`config.mk`:
```
export PLATFORM = sky130hd
export DESIGN_NAME = ffea_cell
export DESIGN_NICKNAME = d
export VERILOG_FILES = /design/src/hw/rtl/first_fit_extent_allocator_assert.svh /design/src/hw/rtl/ffea_pkg.sv /design/src/hw/rtl/ffea_cell.sv
export SDC_FILE = /design/constraint.sdc
export NUM_CORES = 1
export LEC_CHECK = 0
export ABC_AREA = 1
export ABC_CLOCK_PERIOD_IN_PS = 7100
export BUFFER_PORTS_ARGS = -buffer_cell sky130_fd_sc_hd__buf_4
export CORE_ASPECT_RATIO = 1.2
export CORE_MARGIN = 10
export CORE_UTILIZATION = 35
export CTS_CLUSTER_SIZE = 20
export DETAILED_ROUTE_END_ITERATION = 12
export GPL_TIMING_DRIVEN = 0
export PLACE_DENSITY = 0.6
export SYNTH_ARGS = -nofsm -noshare
export SYNTH_HDL_FRONTEND = slang
export SYNTH_SLANG_ARGS = --single-unit
```
`constraint.sdc`:
```
create_clock -name clk -period 7.1 [get_ports clk]
set_input_delay 1.065 -clock clk [delete_from_list [all_inputs] [get_ports clk]]
set_output_delay 1.065 -clock clk [all_outputs]
set_load 0.02 [all_outputs]
```
`src/hw/rtl/first_fit_extent_allocator_assert.svh`:
```
// ----------------------------------------------------------------------------
// Assertion macros for the extent allocator
// Clocked checks on clk, switched off while rst_n is low.
// ----------------------------------------------------------------------------
`ifndef FIRST_FIT_EXTENT_ALLOCATOR_ASSERT_SVH
`define FIRST_FIT_EXTENT_ALLOCATOR_ASSERT_SVH

// Same-cycle implication
`define FFEA_ASSERT(lbl, ante, cons, msg) \
  lbl: assert property (@(posedge clk) disable iff (!rst_n) (ante) |-> (cons)) else $error(msg);

// Next-cycle implication
`define FFEA_ASSERT_NXT(lbl, ante, cons, msg) \
  lbl: assert property (@(posedge clk) disable iff (!rst_n) (ante) |=> (cons)) else $error(msg);

`endif

```
`src/hw/rtl/ffea_pkg.sv`:
```
// ----------------------------------------------------------------------------
// ffea_pkg
// Types and constants shared by the extent allocator and its table cells.
// ----------------------------------------------------------------------------
package ffea_pkg;

  localparam int NUM_EXTENTS  = 16;
  localparam int HEADER_BYTES = 24;
  localparam int ADDR_W       = 32;
  localparam int IDX_W        = $clog2(NUM_EXTENTS);

  localparam logic CMD_ALLOC = 1'b0;
  localparam logic CMD_FREE  = 1'b1;

  // configuration register byte addresses
  localparam logic [2:0] REG_BASE  = 3'd0;
  localparam logic [2:0] REG_LIMIT = 3'd4;

  typedef enum logic [2:0] {
    ST_TABLE = 3'd0,
    ST_GROWN = 3'd1,
    ST_FREED = 3'd2,
    ST_FULL  = 3'd3,
    ST_LIMIT = 3'd4
  } status_t;

  typedef enum logic [2:0] {
    OP_HOLD,
    OP_SHL,
    OP_INS,
    OP_WRITE,
    OP_MERGE
  } op_t;

  typedef struct packed {
    logic              cmd;
    logic [31:0]       request_size;
    logic [31:0]       block_address;
    logic [31:0]       block_length;
  } in_item_t;

  typedef struct packed {
    logic [31:0]       result_address;
    logic [31:0]       granted_length;
    logic [2:0]        status;
    logic [31:0]       segment_size;
    logic [31:0]       free_space;
  } out_item_t;

  typedef struct packed {
    logic              valid;
    logic [ADDR_W-1:0] start;
    logic [31:0]       len;
  } ext_t;

  typedef struct packed {
    op_t               op;
    logic [IDX_W-1:0]  k;
    logic [ADDR_W-1:0] wr_start;
    logic [31:0]       wr_len;
    logic [31:0]       size_key;
    logic [ADDR_W-1:0] hdr_key;
  } cell_ctl_t;

endpackage

```
`src/hw/rtl/ffea_cell.sv`:
```
// ----------------------------------------------------------------------------
// ffea_cell
// One row entry: holds a free extent, compares it against the broadcast keys
// and on command shifts to or from its neighbours, is written or merges.
// ----------------------------------------------------------------------------
module ffea_cell
  import ffea_pkg::*;
(
  input  logic             clk,
  input  logic             rst_n,
  input  logic [IDX_W-1:0] idx,
  input  cell_ctl_t        ctl,
  input  ext_t             left,
  input  ext_t             right,
  output ext_t             cur,
  output logic             fit,
  output logic             after,
  output logic             adj
);

  logic              valid_r;
  logic [ADDR_W-1:0] start_r;
  logic [31:0]       len_r;
  ext_t              cur_nxt;
  logic              at_k;
  logic              past_k;
  logic [ADDR_W-1:0] end_addr;

  assign cur      = '{valid: valid_r, start: start_r, len: len_r};
  assign at_k     = (idx == ctl.k);
  assign past_k   = (idx > ctl.k);
  assign end_addr = start_r + ADDR_W'(HEADER_BYTES) + ADDR_W'(len_r);

  assign fit   = valid_r && (ctl.size_key <= len_r);
  assign after = !valid_r || (start_r > ctl.hdr_key);
  assign adj   = valid_r && right.valid && (end_addr == right.start);

  always_comb begin
    cur_nxt = cur;
    unique case (ctl.op)
      OP_HOLD: ;
      OP_SHL: begin
        if (at_k || past_k) cur_nxt = right;
      end
      OP_INS: begin
        if (at_k) begin
          cur_nxt = '{valid: 1'b1, start: ctl.wr_start, len: ctl.wr_len};
        end else if (past_k) begin
          cur_nxt = left;
        end
      end
      OP_WRITE: begin
        if (at_k) begin
          cur_nxt.start = ctl.wr_start;
          cur_nxt.len   = ctl.wr_len;
        end
      end
      OP_MERGE: begin
        // absorb the right neighbour and close the gap behind it
        if (at_k) begin
          cur_nxt.len = len_r + right.len + 32'(HEADER_BYTES);
        end else if (past_k) begin
          cur_nxt = right;
        end
      end
      default: ;
    endcase
  end

  always_ff @(posedge clk) begin
    if (!rst_n) begin
      valid_r <= 1'b0;
    end else begin
      valid_r <= cur_nxt.valid;
    end
  end

  always_ff @(posedge clk) begin
    start_r <= cur_nxt.start;
    len_r   <= cur_nxt.len;
  end

endmodule

```
Word-level counts from Yosys, hierarchy flattened
Cells that the tools add are included.
- flip-flop bits (word level): 65
- bits of input ports: 271
- output and inout port bits: 68
- logic and storage cells: 42
- add/sub/neg operators: 4
- magnitude comparators: 3
- equal/unequal tests: 12
- multiplexer cells: 9
- reductions and logical operators: 11
- operator list (kind ; count):
    two-way mux 65 bit ; 4
    one-hot mux 64 bit (4 select lines) ; 1
    adder 32 bit ; 2
    adder 32 x 5 -> 32 bit (second input constant) ; 2
    two-way mux 64 bit ; 1
    two-way mux 33 bit ; 1
    == test 32 bit ; 1
    greater-than comparator 32 bit ; 1
    less-or-equal comparator 32 bit ; 1
    two-way mux 32 bit ; 1
    AND reduction 5 bit ; 2
    inequality test 2 bit (second input constant) ; 4
    == test 3 x 2 -> 1 bit (second input constant) ; 2
    inequality test 3 bit (second input constant) ; 2
    AND reduction 6 bit ; 1
    == test 4 bit ; 1
    greater-than comparator 4 bit ; 1
    nonzero test 4 bit ; 1
    == test 3 x 1 -> 1 bit (second input constant) ; 1
    == test 3 bit (second input constant) ; 1
    logical AND 1 bit ; 3
    one-hot mux 1 bit (3 select lines) ; 1
    nonzero test 3 bit ; 1
    logical OR 1 bit ; 2
    zero test 1 bit ; 1

Logic depth before layout (Yosys ltp)
Gate-level depths: netlist of run 1.
- word-level depth: 4
- mapped depth: 22
- mapped depth without buffers: 22

Worst setup path after synthesis of run 1
Ideal clock, no wire load.
- path kind: in2reg
- start: input port ctl[131] (netlist bit)
- end: register len_r[0] (enable)
- setup time: 0.440 ns
- arrival: 3.656 ns
- required time: 6.660 ns
- slack: 3.004 ns
- cell stages on the path: 9
- path buffers: 1
- cells stage by stage: inv_1 > ha_1 > nand2_1 > inv_1 > nand3_1 > clkbuf_1 > nand2_1 > o21ai_0 > a41oi_1
- word-level cells in the longest chain between the ends: 4
- elaborated cells between the ends (all ways): 8
- those cells by class: order compare: 1; eq/ne: 5; reduce/logical: 2
- ends and longest elaborated chain (item ; line ; RTL):
    from (decl) ; ffea_cell.sv:12 ; input cell_ctl_t ctl,
    greater-than comparator 4 bit or == test 4 bit (tied branches) ; ffea_cell.sv:31, ffea_cell.sv:30 ;
    logical OR 1 bit ; ffea_cell.sv:43 ; if (at_k || past_k) cur_nxt = right;
    inequality test 2 bit (no line) ; - ;
    AND reduction 5 bit (no line) (*) ; - ;
    to (signal assigned) ; ffea_cell.sv:80 ; len_r <= cur_nxt.len;
    to (decl) ; ffea_cell.sv:23 ; logic [31:0] len_r;
Every way passes the cells marked *; elsewhere a longest branch is shown, timed or not.
A chain may end at the register's enable or synchronous reset.

Final worst setup path of run 1
- start: register len_r[1]
- end: output port adj
- word-level cells in the longest chain between the ends: 3
- ends and longest elaborated chain (item ; line ; RTL):
    adder 32 bit ; ffea_cell.sv:32 ; assign end_addr = start_r + ADDR_W'(HEADER_BYTES) + ADDR_W'(len_r);
    == test 32 bit ; ffea_cell.sv:36 ; assign adj = valid_r && right.valid && (end_addr == right.start);
    logical AND 1 bit ; ffea_cell.sv:36 ;
    to (decl) ; ffea_cell.sv:18 ; output logic adj
No other way between the ends.

==> results of run 1 <==
[report_power, final]
part	total (W)	internal, W	switching (W)
Clock	0.000505	0.000303	0.000202
Combinational	0.00175	0.000666	0.00108
Sequential	0.000579	0.000490	0.0000894
[stage by stage]
step	std cells	worst slack, ps	area (sq um)	hold WS (ps)	utilization
detailed placement	2522	2690	14300	634	0.456
global route	2545	2230	14700	671	0.466
global placement	2520	1350	14300	638	0.453
finish	2545	2450	14700	678	0.466
floorplan	1781	3000	11200	512	-
CTS	2537	2510	14600	649	0.465
[worst register-to-register path, cell delays in order, from the launching register on]
cell	delay, ps
edfxtp_1	490
ha_1	330
ha_1	240
fa_1	410
nand3_1	90
nand3_1	120
a21oi_1	400
o21bai_1	230
nand4_1	130
nand2_1	120
nand2_1	90
nand2_1	40
o21ai_0	230
nand4_1	100
[worst paths after layout]
kind / startpoint / end / slack, ps / cells after the start
max: len_r[1]$_DFFE_PP_ / adj / 2450 / 20
min: valid_r$_SDFFE_PN0P_ / valid_r$_SDFFE_PN0P_ / 680 / 2
max reg2reg: len_r[1]$_DFFE_PP_ / len_r[27]$_DFFE_PP_ / 3820 / 13
min reg2reg: valid_r$_SDFFE_PN0P_ / valid_r$_SDFFE_PN0P_ / 680 / 2
[sequential cells by signal, summed over array words and instances (netlist names)]
signal / flops
valid_r: 1
len_r: 32
start_r: 32
[cell families (layout without fill, tap and decap cells)]
kind of cell | after synthesis | in the layout
AO/OA/AOI/OAI | 295 | 295
XOR/XNOR | 42 | 42
adder cells (fa/ha/maj) | 192 | 192
buffers and inverters | 295 | 650
flip-flops | 65 | 65
other | 0 | 8
AND/OR/NAND/NOR | 892 | 892
[layout by cell type, fill, tap and decap left out, types with 5 or more instances in the layout]
cell       Yosys  routed
o211ai_1      14      14
edfxtp_1      64      64
nor2_1       243     243
nor3_1        17      17
clkbuf_1      36      37
clkbuf_16      0       9
inv_1        252     252
o21bai_1       9       9
buf_4          1     339
o2111ai_1     16      16
xnor2_1       10      10
nand2_1      501     501
a21o_1         5       5
xor2_1        32      32
a21oi_1       89      89
diode_2        0       8
ha_1         190     190
nand4_1       29      29
nand3b_1       5       5
o21ai_0      118     118
o221ai_1      21      21
nor4_1         7       7
nand3_1       74      74
a211oi_1       7       7
[layer usage]
metal	global-route usage	vias to the layer above
met5	0	-
met4	0.0911	0
met2	0.484	434
li1	-	6628
met1	0.311	6324
met3	0.0318	74
[cell type report]
cell class                      instances  area share
Timing Repair Buffer                  340       0.177
Sequential cell                        65       0.133
Antenna cell                            8     0.00137
Clock buffer                           10      0.0156
Clock inverter                          5     0.00487
Multi-Input combinational cell       1421       0.558
Inverter                              254      0.0651
Tap cell                              401      0.0342
Buffer                                 41      0.0110
==> run_results.csv, run 1 <==
group,metric,value,unit
routing,wl_met1,21800,um
routing,wl_met2,28100,um
cts,cts_tree,"built",
critical_path,startpoint_type,"register",
routing,wl_per_cell,21.3,um
power,power,0.00283,W
synthesis,muxShareOfSynthArea,0,
synthesis,syn_avg_cell_area,6.30,sq um
floorplan,chipHeight,216,um
cts,h-tree-depth,3,
floorplan,ioPinCount,339,
timing,final-hold-violation-count,0,
cells_and_area,register_area,1940,sq um
cts,clock_latency,360,ps
floorplan,initial_core_util,0.357,
global_route,grt_usage,0.265,
synthesis,synthXorXnorAreaFrac,0.0328,
min_path,worstHoldPathType,"register to register",
routing,drc,0,
global_route,overflow,0,
synthesis,synth_area_leaders,"ha_1, edfxtp_1, nand2_1",
cts,postCtsSetupBuffers,0,
routing,drtAntennaViolNets,0,
synthesis,yosysTopAreaCellShare,0.212,
routing,vias_per_cell,5.29,
critical_path,critPathBufInv,3,
floorplan,std_cell_rows,71,
cells_and_area,multi_input_comb_area,8180,sq um
critical_path,slowest_delay,490,ps
timing,final.setup.tns,0,ps
routing,wl_met3,2740,um
cts,cts_root_buf,"clkbuf_16",
floorplan,coreArea,31400,sq um
timing,rsz0062_at_grt,"false",
synthesis,seq_area_frac_synth,0.173,
synthesis,async_reset_ff_frac,0,
synthesis,ys_ff_latch,65,
routing,drt-initial-drc-count,907,
routing,routed.top_layer,"met4",
synthesis,synth-simple-area-share,0.324,
synthesis,synthDistinctLibCells,45,
timing,skew,6.73,ps
synthesis,synth_area,11200,sq um
synthesis,synth-edff-count,64,
global_route,grt_max_degree,23,
power,p_leak,7.76,nW
floorplan,die_w,183,um
critical_path,critical_path_class,"register to output port",
power,ir_worst_vdd,0.0945,mV
cts,ctsHoldBuffers,0,
floorplan,die-area,39600,sq um
synthesis,synth_top_family_by_area,"simple AND/OR/NAND/NOR gates",
timing,period_share,0.655,
global_route,grt_pass1_wl,79700,um
critical_path,path_delay_family,"simple AND/OR/NAND/NOR gates",
timing,fin_crit,4650,ps
synthesis,syn_inst,1781,
critical_path,cp.required,6030,ps
place,gp_congestion,0.933,
cells_and_area,drive_above_1_share,0.174,
synthesis,synth_most_common_cell,"nand2_1",
status,outcome,"finished, final reports clean",
critical_path,crit_arrival,3590,ps
critical_path,crit_path_max_fanout,4,
synthesis,ys.flop_type,"edfxtp_1",
synthesis,synth_compound_area_frac,0.155,
cts,cts_sinks,65,
timing,finalSetupViolCount,0,
synthesis,yosysWarningCount,0,
critical_path,endpoint_kind,"output port",
timing,tightest_slew,971,ps
cts,cts_max_path_buffers,2,
run,drv_cap,0,
timing,maxSlewViolCount,0,
power,power.density,193,nW/um^2
timing,slew_headroom,0.350,
routing,wirelength,54100,um
cts,cts_resized,0,
synthesis,ys_top_cells_by_count,"nand2_1, inv_1, nor2_1",
routing,vias,13500,
place,hpwl,46600,um
cts,path_clk_slew,70,ps
timing,fmax,215,MHz
synthesis,synth_fa_ha_area_frac,0.216,
critical_path,worstPathCellList,"ha_1 > ha_1 > inv_1 > fa_1 > inv_1 > nand3_1 > nand2_2 > nand2_2 > nand2_2 > nand2_1 > nand2_1 > nand2_1 > nand3_1 > nand2_1 > nor2_1 > nand3_1 > nor2_1 > nand3_1 > nor2_1 > buf_4",
cells_and_area,fillers,3389,
routing,firstDrtPassIters,5,
critical_path,crit_path_top_delay_cell,"edfxtp_1",
cells_and_area,area_growth,30.7,%
global_route,antenna_found_initial,8,
synthesis,synthesis.nets,2244,
cells_and_area,layout.nets,2595,
place,port_buffers,338,
global_route,grt_pass1_vias,13500,
synthesis,yosysTopAreaCell,"ha_1",
cts,cts_buffers,9,
Note: power is estimated with default switching activity, not from simulation.
==> inputs of run 2 (changes only) <==
- ABC_CLOCK_PERIOD_IN_PS: 7100 -> 3900
- PLACE_DENSITY: 0.6 -> 0.62
- clock period: 7.1 -> 3.9 ns (I/O delays scaled with it)
==> run 2 against run 1 <==
Net effect:
- the flow now finishes with violations (negative setup slack)
- worst setup slack worse by 2500 ps
- routed wire length up 0.74%
- total power up 82%
- worst hold slack worse by 200 ps
- die area unchanged
- critical path type unchanged
- largest power group unchanged
- highest routed layer unchanged
==> run_results.csv, run 2 (synthesized netlist as in run 1, its figures left out) <==
group,metric,value,unit
timing,finalSetupViolCount,1,
timing,maxSlewViolCount,0,
power,clock_power_share,0.166,
routing,wirelength,54500,um
place,port_buffers,338,
timing,final-hold-violation-count,0,
power,ir_worst_vdd,0.206,mV
routing,vias,13400,
cts,clock_latency,360,ps
critical_path,startpoint_type,"register",
cts,cts_sinks,65,
critical_path,regToRegSetupSlack,430,ps
cts,cts_tree,"built",
cells_and_area,reg_top3,"len_r: 32 flops, start_r: 32 flops, valid_r: 1 flops",
cells_and_area,multi_input_comb_area,8260,sq um
cells_and_area,layout_common_cells,"nand2_1, buf_4, inv_1",
timing,fmax,253,MHz
floorplan,coreArea,31400,sq um
timing,final.setup.tns,-46.8,ps
timing,slew_headroom,0.329,
cts,cts_root_buf,"clkbuf_16",
place,gp_congestion,0.960,
global_route,grt_usage,0.267,
critical_path,r2r_end,"len_r[23]$_DFFE_PP_",
power,netSwitchingFraction,0.492,
min_path,worstHoldPathType,"input pin to register",
critical_path,r2r-start,"len_r[1]$_DFFE_PP_",
floorplan,chipHeight,216,um
status,outcome,"finished, violations left",
routing,drtAntennaViolNets,0,
floorplan,die_w,183,um
critical_path,crit_arrival,3360,ps
timing,period_share,1.01,
timing,fin_ws,-46.8,ps
routing,firstDrtPassIters,7,
status,violations,"negative setup slack",
floorplan,initial_core_util,0.357,
critical_path,crit_path_max_fanout,4,
critical_path,critical_path_class,"register to output port",
cts,cts_max_path_buffers,2,
min_path,min_to,"valid_r$_SDFFE_PN0P_",
timing,rsz0062_at_grt,"true",
global_route,grt_pass1_wl,80500,um
global_route,overflow,0,
cells_and_area,mostFrequentLayoutCell,"nand2_1",
place,dpl_worst_slack,100,ps
floorplan,std_cell_rows,71,
global_route,antenna_found_initial,7,
cts,path_clk_slew,70,ps
cts,cts_buffers,9,
min_path,min_path_cells,3,
floorplan,ioPinCount,339,
timing,skew,8.58,ps
power,power.switching,0.00253,W
global_route,grt_max_degree,28,
power,power.density,349,nW/um^2
cts,h-tree-depth,3,
power,combPwrFrac,0.629,
routing,wl_per_cell,21.3,um
power,p_leak,7.78,nW
power,intPower,0.00262,W
power,p_seq_frac,0.205,
routing,drt-initial-drc-count,967,
cells_and_area,fillers,3383,
critical_path,r2r_cells,13,
cells_and_area,layout.nets,2604,
critical_path,endpoint_kind,"output port",
run,drv_cap,0,
cells_and_area,drive_above_1_share,0.187,
cells_and_area,area_growth,31.6,%
min_path,min-delay-start,"rst_n",
critical_path,cp.required,3310,ps
timing,tightest_slew,1000,ps
routing,vias_per_cell,5.23,
cts,ctsHoldBuffers,0,
place,hpwl,46700,um
timing,fin_crit,3950,ps
routing,drc,0,
floorplan,die-area,39600,sq um
cells_and_area,register_area,1940,sq um
global_route,grt_pass1_vias,13600,
[run 2: cell count changes in the layout (fill, tap and decap cells not counted), moves of 3 or more]
cell,delta
nor2_2,+6
inv_2,+3
inv_1,-3
buf_4,+9
ha_1,-3
nor2_1,-6
[run 2: cell type report]
type,instances,share of cell area
clock inverter,5,0.00314
multi-input combinational,1421,0.560
sequential,65,0.132
tap,401,0.0340
antenna,7,0.00119
inverter,254,0.0646
timing repair buffer,349,0.179
clock buffer,11,0.0158
buffer,41,0.0109
[run 2: how the worst max path moves through the flow]
| stage | from | endpoint | slack, ps | cells past startpoint |
|---|---|---|---|---|
| global route | len_r[0]$_DFFE_PP_ | adj | -210 | 19 |
| global placement | idx[3] | len_r[24]$_DFFE_PP_ | -1360 | 7 |
| floorplan | ctl[131] | len_r[0]$_DFFE_PP_ | 280 | 9 |
| detailed placement | ctl[63] | fit | 100 | 9 |
| CTS | len_r[1]$_DFFE_PP_ | adj | -30 | 19 |
| finish | len_r[0]$_DFFE_PP_ | adj | -50 | 19 |
[run 2: metal layers]
metal / GRT usage / vias to the layer above / part of all wire
met5: 0 / - / 0
met4: 0.0845 / 0 / 0.024
met3: 0.0338 / 69 / 0.048
met2: 0.492 / 439 / 0.52
met1: 0.311 / 6193 / 0.41
li1: - / 6662 / -
[run 2: repair_timing]
action	4_1_cts	5_1_grt
resized for setup	6	15
setup buffers	2	7
pin swaps	0	13
endpoints found under the setup margin	2	2
[run 2: worst max-delay path, stage by stage, from the launching register on]
cell,delay (ps)
edfxtp_1,510
ha_2,270
ha_4,150
inv_2,40
fa_2,550
inv_2,30
nand2_1,60
nand2_1,50
nor2_1,80
nand2_1,100
nor2_2,140
nand3_2,90
nor2_2,110
nand3_1,100
nor2_1,130
nand3_1,90
nor2_2,160
nand3_1,80
nor2_1,110
buf_4,150
[run 2: metrics by stage]
| step | cell area [sq um] | instances | total power [W] | util | hold slack (ps) |
|---|---|---|---|---|---|
| 2_1_floorplan | 11200 | 1781 | 0.00306 | - | 512 |
| 3_3_place_gp | 14300 | 2520 | 0.00419 | 0.453 | 631 |
| 3_5_place_dp | 14300 | 2522 | 0.00422 | 0.455 | 636 |
| 4_1_cts | 14600 | 2540 | 0.00510 | 0.465 | 455 |
| 5_1_grt | 14800 | 2554 | 0.00559 | 0.469 | 490 |
| 6_report | 14800 | 2554 | 0.00515 | 0.469 | 474 |
[run 2: power groups by stage]
| stage | clock [W] | sequential [W] | combinational [W] |
|---|---|---|---|
| finish | 0.000856 | 0.00106 | 0.00324 |
| global route | 0.000884 | 0.00106 | 0.00364 |
| CTS | 0.000868 | 0.00105 | 0.00318 |
| detailed placement | 0 | 0.00107 | 0.00315 |
| global placement | 0 | 0.00108 | 0.00312 |
| floorplan | 0 | 0.00109 | 0.00197 |
